--- src/tet_pkg.sv ---
// token expiry table package: word types, command and status codes,
// sequencer states and the control bundle shared by the modules
// no dependencies
package tet_pkg;

  // default geometry
  localparam int TABLE_ENTRIES_DEF = 64;
  localparam int KEY_BITS_DEF      = 32;

  // fixed field widths
  localparam int TOKEN_W = 32;
  localparam int TIME_W  = 32;
  localparam int TTL_W   = 31;
  localparam int EXP_W   = 33;
  localparam int COUNT_W = 7;

  // command codes
  localparam logic [1:0] CMD_GENERATE = 2'd0;
  localparam logic [1:0] CMD_RENEW    = 2'd1;
  localparam logic [1:0] CMD_COUNT    = 2'd2;

  // status codes
  localparam logic [1:0] STS_DONE      = 2'd0;
  localparam logic [1:0] STS_RENEW_IGN = 2'd1;
  localparam logic [1:0] STS_FULL      = 2'd2;

  // reset value of the lifetime register
  localparam logic [TTL_W-1:0] TTL_RESET = TTL_W'(1);

  typedef struct packed {
    logic [1:0]         cmd;
    logic [TOKEN_W-1:0] token_key;
    logic [TIME_W-1:0]  now_time;
  } tet_in_t;

  typedef struct packed {
    logic [COUNT_W-1:0] unexpired_count;
    logic [1:0]         status;
  } tet_out_t;

  typedef enum logic [2:0] {
    ST_CLEAR,
    ST_IDLE,
    ST_SCAN,
    ST_WRITE,
    ST_FINISH
  } tet_state_t;

  // sequencer strobes towards the datapath
  typedef struct packed {
    logic start;     // word accepted, capture and reset accumulators
    logic rd_en;     // table read issued this cycle
    logic beat;      // table read data valid this cycle
    logic clear_wr;  // clearing pass write
    logic commit;    // writeback cycle
    logic load;      // result loaded into output register
  } tet_ctl_t;

endpackage

--- src/tet_table.sv ---
// token expiry table storage: one write port, one registered read port
// depends on nothing but its parameters
module tet_table #(
  parameter int DEPTH = 64,
  parameter int WIDTH = 66
) (
  input  logic                     clk,
  input  logic                     we,
  input  logic [$clog2(DEPTH)-1:0] waddr,
  input  logic [WIDTH-1:0]         wdata,
  input  logic                     re,
  input  logic [$clog2(DEPTH)-1:0] raddr,
  output logic [WIDTH-1:0]         rdata
);

  logic [WIDTH-1:0] mem [DEPTH];
  logic [WIDTH-1:0] rdata_r;

  // write port
  always_ff @(posedge clk) begin
    if (we) begin
      mem[waddr] <= wdata;
    end
  end

  // registered read port
  always_ff @(posedge clk) begin
    if (re) begin
      rdata_r <= mem[raddr];
    end
  end

  assign rdata = rdata_r;

endmodule

--- src/tet_scan.sv ---
// token expiry table scan unit: one key compare, one expiry compare and
// one counter, stepped once per entry read; forms the writeback decision
// depends on tet_pkg
module tet_scan #(
  parameter int TABLE_ENTRIES = tet_pkg::TABLE_ENTRIES_DEF,
  parameter int KEY_BITS      = tet_pkg::KEY_BITS_DEF
) (
  input  logic                             clk,
  input  tet_pkg::tet_ctl_t                ctl,
  input  logic [1:0]                       cmd,
  input  logic [KEY_BITS-1:0]              key,
  input  logic [tet_pkg::TIME_W-1:0]       now_time,
  input  logic                             ent_valid,
  input  logic [KEY_BITS-1:0]              ent_key,
  input  logic [tet_pkg::EXP_W-1:0]        ent_expiry,
  output logic                             wr_ok,
  output logic [$clog2(TABLE_ENTRIES)-1:0] wr_idx,
  output tet_pkg::tet_out_t                result
);
  import tet_pkg::*;

  localparam int IDX_W = $clog2(TABLE_ENTRIES);
  localparam int CNT_W = $clog2(TABLE_ENTRIES + 1);

  logic [IDX_W-1:0] idx_r;
  logic             match_found_r;
  logic             match_live_r;
  logic [IDX_W-1:0] match_idx_r;
  logic             free_found_r;
  logic [IDX_W-1:0] free_idx_r;
  logic [CNT_W-1:0] count_r;

  logic                 live;
  logic                 match;
  logic [CNT_W+6:0]     count_ext;

  // shared compare unit on the entry coming out of the table
  assign live  = ent_valid && (ent_expiry > {1'b0, now_time});
  assign match = ent_valid && (ent_key == key);

  // accumulate first match, first reusable slot and live count
  always_ff @(posedge clk) begin
    if (ctl.start) begin
      idx_r         <= '0;
      match_found_r <= 1'b0;
      match_live_r  <= 1'b0;
      match_idx_r   <= '0;
      free_found_r  <= 1'b0;
      free_idx_r    <= '0;
      count_r       <= '0;
    end else if (ctl.beat) begin
      idx_r <= idx_r + IDX_W'(1);
      if (match && !match_found_r) begin
        match_found_r <= 1'b1;
        match_live_r  <= live;
        match_idx_r   <= idx_r;
      end
      if (!live && !free_found_r) begin
        free_found_r <= 1'b1;
        free_idx_r   <= idx_r;
      end
      if (live) begin
        count_r <= count_r + CNT_W'(1);
      end
    end
  end

  assign count_ext = {7'd0, count_r};

  // writeback decision
  always_comb begin
    wr_ok                  = 1'b0;
    wr_idx                 = match_idx_r;
    result.unexpired_count = '0;
    result.status          = STS_DONE;
    unique case (cmd)
      CMD_GENERATE: begin
        if (match_found_r) begin
          wr_ok = 1'b1;
        end else if (free_found_r) begin
          wr_ok  = 1'b1;
          wr_idx = free_idx_r;
        end else begin
          result.status = STS_FULL;
        end
      end
      CMD_RENEW: begin
        if (match_found_r && match_live_r) begin
          wr_ok = 1'b1;
        end else begin
          result.status = STS_RENEW_IGN;
        end
      end
      CMD_COUNT: begin
        result.unexpired_count = count_ext[COUNT_W-1:0];
      end
      default: begin
        result.status = STS_DONE;
      end
    endcase
  end

endmodule

--- src/tet_ctrl.sv ---
// token expiry table sequencer: clearing pass, table sweep, writeback
// and hand-off to the output register
// depends on tet_pkg
module tet_ctrl #(
  parameter int TABLE_ENTRIES = tet_pkg::TABLE_ENTRIES_DEF
) (
  input  logic                             clk,
  input  logic                             rst_n,
  input  logic                             in_valid,
  input  logic                             out_free,
  output logic                             in_stall,
  output logic [$clog2(TABLE_ENTRIES)-1:0] addr,
  output tet_pkg::tet_ctl_t                ctl
);
  import tet_pkg::*;

  localparam int IDX_W = $clog2(TABLE_ENTRIES);
  localparam int CNT_W = $clog2(TABLE_ENTRIES + 1);
  localparam logic [CNT_W-1:0] LAST = CNT_W'(TABLE_ENTRIES - 1);
  localparam logic [CNT_W-1:0] ENDS = CNT_W'(TABLE_ENTRIES);

  tet_state_t       state_r;
  tet_state_t       state_nxt;
  logic [CNT_W-1:0] cnt_r;
  logic [CNT_W-1:0] cnt_nxt;
  logic             beat_r;

  // next state
  always_comb begin
    state_nxt = state_r;
    unique case (state_r)
      ST_CLEAR:  if (cnt_r == LAST) state_nxt = ST_IDLE;
      ST_IDLE:   if (in_valid) state_nxt = ST_SCAN;
      ST_SCAN:   if (cnt_r == ENDS) state_nxt = ST_WRITE;
      ST_WRITE:  state_nxt = ST_FINISH;
      ST_FINISH: if (out_free) state_nxt = ST_IDLE;
      default:   state_nxt = ST_IDLE;
    endcase
  end

  // entry counter
  always_comb begin
    cnt_nxt = cnt_r;
    unique case (state_r)
      ST_CLEAR: cnt_nxt = cnt_r + CNT_W'(1);
      ST_IDLE:  cnt_nxt = '0;
      ST_SCAN:  if (cnt_r != ENDS) cnt_nxt = cnt_r + CNT_W'(1);
      default:  cnt_nxt = cnt_r;
    endcase
  end

  // outputs
  always_comb begin
    in_stall     = (state_r != ST_IDLE);
    ctl.start    = (state_r == ST_IDLE) && in_valid;
    ctl.rd_en    = (state_r == ST_SCAN) && (cnt_r != ENDS);
    ctl.beat     = beat_r;
    ctl.clear_wr = (state_r == ST_CLEAR);
    ctl.commit   = (state_r == ST_WRITE);
    ctl.load     = (state_r == ST_FINISH) && out_free;
    addr         = cnt_r[IDX_W-1:0];
  end

  always_ff @(posedge clk) begin
    if (!rst_n) begin
      state_r <= ST_CLEAR;
      cnt_r   <= '0;
      beat_r  <= 1'b0;
    end else begin
      state_r <= state_nxt;
      cnt_r   <= cnt_nxt;
      beat_r  <= (state_r == ST_SCAN) && (cnt_r != ENDS);
    end
  end

endmodule

--- src/token_expiry_table.sv ---
// token expiry table: from accepted word to result, a sweep of one table
// read per cycle, the last read's capture, writeback and output load (the
// load waits while the output register is held); one word at a time, the
// next taken only back in the idle state
// reset: synchronous, then a clearing pass that writes every table entry
// with in_stall high; lifetime register resets to 1
module token_expiry_table #(
  parameter int TABLE_ENTRIES = tet_pkg::TABLE_ENTRIES_DEF,
  parameter int KEY_BITS      = tet_pkg::KEY_BITS_DEF
) (
  input  logic                         clk,
  input  logic                         rst_n,
  input  logic                         in_valid,
  output logic                         in_stall,
  input  tet_pkg::tet_in_t             in_data,
  output logic                         out_valid,
  input  logic                         out_stall,
  output tet_pkg::tet_out_t            out_data,
  input  logic                         cfg_wr_en,
  input  logic [tet_pkg::TTL_W-1:0]    cfg_wr_data
);
  import tet_pkg::*;

  localparam int IDX_W = $clog2(TABLE_ENTRIES);
  localparam int ENT_W = 1 + KEY_BITS + EXP_W;

  tet_ctl_t           ctl;
  logic [IDX_W-1:0]   addr;
  logic               out_free;
  logic [TTL_W-1:0]   ttl_r;
  logic [1:0]         cmd_r;
  logic [KEY_BITS-1:0] key_r;
  logic [TIME_W-1:0]  now_r;
  logic [EXP_W-1:0]   expiry_r;
  logic [KEY_BITS+TOKEN_W-1:0] key_ext;
  logic               out_valid_r;
  tet_out_t           out_data_r;
  logic               mem_we;
  logic [IDX_W-1:0]   mem_waddr;
  logic [ENT_W-1:0]   mem_wdata;
  logic [ENT_W-1:0]   mem_rdata;
  logic               wr_ok;
  logic [IDX_W-1:0]   wr_idx;
  tet_out_t           result;

  // lifetime register
  always_ff @(posedge clk) begin
    if (!rst_n) begin
      ttl_r <= TTL_RESET;
    end else if (cfg_wr_en) begin
      ttl_r <= cfg_wr_data;
    end
  end

  // capture the word and its new expiry
  assign key_ext = {{KEY_BITS{1'b0}}, in_data.token_key};

  always_ff @(posedge clk) begin
    if (ctl.start) begin
      cmd_r    <= in_data.cmd;
      key_r    <= key_ext[KEY_BITS-1:0];
      now_r    <= in_data.now_time;
      expiry_r <= {1'b0, in_data.now_time} + {2'b00, ttl_r};
    end
  end

  tet_ctrl #(
    .TABLE_ENTRIES (TABLE_ENTRIES)
  ) u_ctrl (
    .clk      (clk),
    .rst_n    (rst_n),
    .in_valid (in_valid),
    .out_free (out_free),
    .in_stall (in_stall),
    .addr     (addr),
    .ctl      (ctl)
  );

  // write port: clearing pass or writeback
  always_comb begin
    mem_we    = ctl.clear_wr || (ctl.commit && wr_ok);
    mem_waddr = ctl.clear_wr ? addr : wr_idx;
    mem_wdata = ctl.clear_wr ? '0 : {1'b1, key_r, expiry_r};
  end

  tet_table #(
    .DEPTH (TABLE_ENTRIES),
    .WIDTH (ENT_W)
  ) u_table (
    .clk   (clk),
    .we    (mem_we),
    .waddr (mem_waddr),
    .wdata (mem_wdata),
    .re    (ctl.rd_en),
    .raddr (addr),
    .rdata (mem_rdata)
  );

  tet_scan #(
    .TABLE_ENTRIES (TABLE_ENTRIES),
    .KEY_BITS      (KEY_BITS)
  ) u_scan (
    .clk        (clk),
    .ctl        (ctl),
    .cmd        (cmd_r),
    .key        (key_r),
    .now_time   (now_r),
    .ent_valid  (mem_rdata[ENT_W-1]),
    .ent_key    (mem_rdata[ENT_W-2 -: KEY_BITS]),
    .ent_expiry (mem_rdata[EXP_W-1:0]),
    .wr_ok      (wr_ok),
    .wr_idx     (wr_idx),
    .result     (result)
  );

  // output register
  assign out_free = !out_valid_r || !out_stall;

  always_ff @(posedge clk) begin
    if (!rst_n) begin
      out_valid_r <= 1'b0;
    end else if (ctl.load) begin
      out_valid_r <= 1'b1;
    end else if (!out_stall) begin
      out_valid_r <= 1'b0;
    end
  end

  always_ff @(posedge clk) begin
    if (ctl.load) begin
      out_data_r <= result;
    end
  end

  assign out_valid = out_valid_r;
  assign out_data  = out_data_r;

`ifndef SYNTHESIS
  // not ready straight after reset while the table is being cleared
  a_clear_after_reset: assert property (@(posedge clk) disable iff (!rst_n)
    $rose(rst_n) |-> in_stall)
    else $error("word accepted during clearing pass");

  // an accepted word holds off the next one
  a_one_at_a_time: assert property (@(posedge clk) disable iff (!rst_n)
    (in_valid && !in_stall) |=> in_stall)
    else $error("second word accepted while busy");

  // a count never writes the table
  a_count_no_write: assert property (@(posedge clk) disable iff (!rst_n)
    (ctl.commit && cmd_r == CMD_COUNT) |-> !mem_we)
    else $error("table written on count");

  // a full table leaves the table untouched
  a_full_no_write: assert property (@(posedge clk) disable iff (!rst_n)
    (ctl.commit && result.status == STS_FULL) |-> !mem_we)
    else $error("table written on full generate");
`endif

endmodule
--- config.mk ---
export PLATFORM = sky130hd
export DESIGN_NAME = token_expiry_table
export DESIGN_NICKNAME = d
export VERILOG_FILES = /design/src/tet_pkg.sv /design/src/tet_table.sv /design/src/tet_scan.sv /design/src/tet_ctrl.sv /design/src/token_expiry_table.sv
export SDC_FILE = /design/constraint.sdc
export NUM_CORES = 2
export LEC_CHECK = 0
export BUFFER_PORTS_ARGS = -buffer_cell sky130_fd_sc_hd__buf_2
export CORE_MARGIN = 2
export CORE_UTILIZATION = 50
export DETAILED_ROUTE_END_ITERATION = 12
export GPL_TIMING_DRIVEN = 0
export HOLD_SLACK_MARGIN = 0.02
export MAX_ROUTING_LAYER = met4
export PLACE_DENSITY_LB_ADDON = 0.15
export SYNTH_ARGS = -nofsm -noshare
export SYNTH_HDL_FRONTEND = slang
export SYNTH_MEMORY_MAX_BITS = 65536
export SYNTH_SLANG_ARGS = --single-unit
--- constraint.sdc ---
create_clock -name clk -period 21.1 [get_ports clk]
set_input_delay 1.055 -clock clk [delete_from_list [all_inputs] [get_ports clk]]
set_output_delay 1.055 -clock clk [all_outputs]
set_load 0.1 [all_outputs]
==> metrics.csv <==
metric,value,unit
clkSinkCount,4469,
htreeDepth,5,
syn2layout_area_growth,16.1,%
powerDensity,94.3,nW/um^2
end_kind,flip-flop,
gp_congestion,0.853,
status,"complete, but fails checks",
finalSetupViolCount,0,
drive_gt1_share,31.4,%
violations,"max-capacitance violations, max-slew violations",
worst_pin_slew,1.58,ns
slew_headroom,-5.04,%
syn_nets,7379,
path_delay_family,buffers and inverters,
ant_nets,0,
intPower,14.6,mW
path_clk_slew,0.06,ns
port_buffers,110,
dp_slack,15.16,ns
finalWorstSetupSlack,14.79,ns
pwr-share-seq,51.7,%
ff_latch_area,133000,um^2
critPathLaunchType,flip-flop,
fin_cells,13000,
core_area,342000,um^2
clockPowerShare,41.1,%
worstSetupPathType,flip-flop to flip-flop,
grt_max_degree,65,
fillCellCount,24000,
syn_area_per_cell,23.8,um^2
rsz0062_at_grt,no,
power.share.combinational,7.1,%
drc,0,
final.setup_skew,0.0480,ns
vias,87100,
crit_arrival,6.95,ns
cts_resized,0,
avgViaCountPerCell,6.69,
clockRootBuffer,clkbuf_16,
firstDrtPassIters,6,
synth_warnings,0,
synthArstFlopShare,0,%
p_sw_share,22.1,%
final_common_cell,edfxtp_1,
leakagePower,62.7,nW
yosysSeqAreaShare,77.7,%
p_sw,4.16,mW
hold_viol_final,0,
wl,530000,um
cts_tree,done,
max_clock_freq,158,MHz
synthFlopType,edfxtp_1,
die-area,348000,um^2
vdd_drop_max,0.0679,mV
chipHeight,590,um
dp_hpwl,363000,um
slowest_stage,buf_1,
drtIter0Drc,15600,
cp.required,21.74,ns
antenna_found_initial,38,
ys_ff_latch,4469,
grt-ovfl-total,0,
clockBufferDepth,4,
finalCritPeriodShare,29.9,%
grt_usage,31.4,%
path_buf_inv,8,
crit_path_cell_trace,buf_4 > buf_2 > buf_2 > buf_2 > buf_1 > nand2_1 > o21a_1 > nor2_1 > nand2_1 > nor2_4 > buf_12 > buf_12 > buf_12,
stdcell_area,199000,um^2
die_x,590,um
most-common-layout-cells,"4,398 x edfxtp_1, 1,305 x mux4_2, 459 x clkbuf_16",
placementRows,215,
max-cap-violations,7,
slowest_delay,1.06,ns
cts_inserted_buffers,449,
postPlaceCellArea,185000,um^2
start_util,50.2,%
dp_cells,12200,
clock_latency,0.99,ns
post-route-util,58.2,%
ios,113,
hold_path.class,input port to flip-flop,
cp_max_fo,17,
multi_input_area,37000,um^2
synth_area,172000,um^2
fin_crit,6.31,ns
setup_tns,0,ns
postCtsHoldBufs,0,
grt_pass1_vias,84800,
slew_violations,77,
postSynthCellCount,7209,
num-nets-final,8262,
synth_cell_types,60,
post_cts_buffers,0,
synth-edff-count,4398,
grt_pass1_wl,716000,um
wire_per_inst,40.7,um
[flip-flops by register name, indices dropped and copies added, names as in the netlist]
name	count
out_valid	1
u_ctrl.cnt_r	7
u_scan.match_found_r	1
expiry_r	33
out_data	9
u_scan.match_live_r	1
key_r	32
u_ctrl.state_r	3
u_scan.idx_r	6
u_scan.count_r	7
u_scan.free_found_r	1
now_r	32
u_table.rdata	66
u_ctrl.beat_r	1
u_scan.free_idx_r	6
u_scan.match_idx_r	6
u_table.mem	4224
ttl_r	31
cmd_r	2
[layer usage]
| layer | wire length [um] | vias to the layer above | track usage, % |
|---|---|---|---|
| met2 | 244000 | 6171 | 46.3 |
| met4 | 22400 | 0 | 11.5 |
| met1 | 200000 | 47300 | 43.2 |
| met3 | 64400 | 948 | 7.51 |
| met5 | 0 | - | - |
| li1 | - | 32700 | - |
[power groups by stage]
stage	logic [mW]	clock network, mW	registers (mW)
floorplan	0.789	0	9.90
global placement	1.29	0	9.92
detailed placement	1.33	0	9.91
CTS	1.33	7.80	9.72
global route	1.38	8.14	9.72
finish	1.34	7.73	9.72
[metrics by stage]
stage	power [mW]	hold slack, ns
finish	18.8	0.243
global route	19.2	0.206
CTS	18.9	0.170
detailed placement	11.2	0.475
global placement	11.2	0.459
floorplan	10.7	0.446
[worst paths after layout]
kind,from,end,slack (ns),cells after the start
worst max register to register,u_ctrl.cnt_r[1],u_table.mem[19][43],14.79,13
worst min register to register,u_scan.free_idx_r[3],u_scan.free_idx_r[3],0.50,2
worst min-delay path,in_data[35],key_r[3],0.24,1
worst max-delay path,u_ctrl.cnt_r[1],u_table.mem[19][43],14.79,13
[area by class of cell]
class | instances | share of cell area [%]
flip-flops and latches | 4469 | 66.9
multi-input cells | 2330 | 18.5
clock buffers | 567 | 5.95
repair buffers | 432 | 3.64
well taps | 4557 | 2.86
clock inverters | 237 | 1.07
plain buffers | 357 | 0.857
inverters | 53 | 0.0998
diodes | 29 | 0.0364
[logic make-up (layout without fill, tap and decap cells)]
logic type | after synthesis | in the layout | share of synthesized area (%)
simple gates | 455 | 455 | 1.33
other cells | 0 | 29 | 0
mux | 1433 | 1433 | 17.9
xor+xnor | 69 | 69 | 0.352
flops | 4469 | 4469 | 77.7
compound gates | 305 | 305 | 1.15
buf+inv | 410 | 1646 | 1.10
fa+ha+maj | 68 | 68 | 0.500
[Yosys cell counts, types with 39 or more instances]
cell type	n	area, um^2
nor2b_1	60	375
mux4_2	1305	29400
buf_2	111	556
clkbuf_1	168	631
nor2_1	124	465
edfxtp_1	4398	132000
inv_1	51	191
xnor2_1	54	473
buf_4	39	293
ha_1	67	838
a21oi_1	75	375
nand2_1	101	379
and2_1	79	494
dfxtp_1	71	1420
mux2i_1	126	1260
Power figures use the tool's default switching activity.
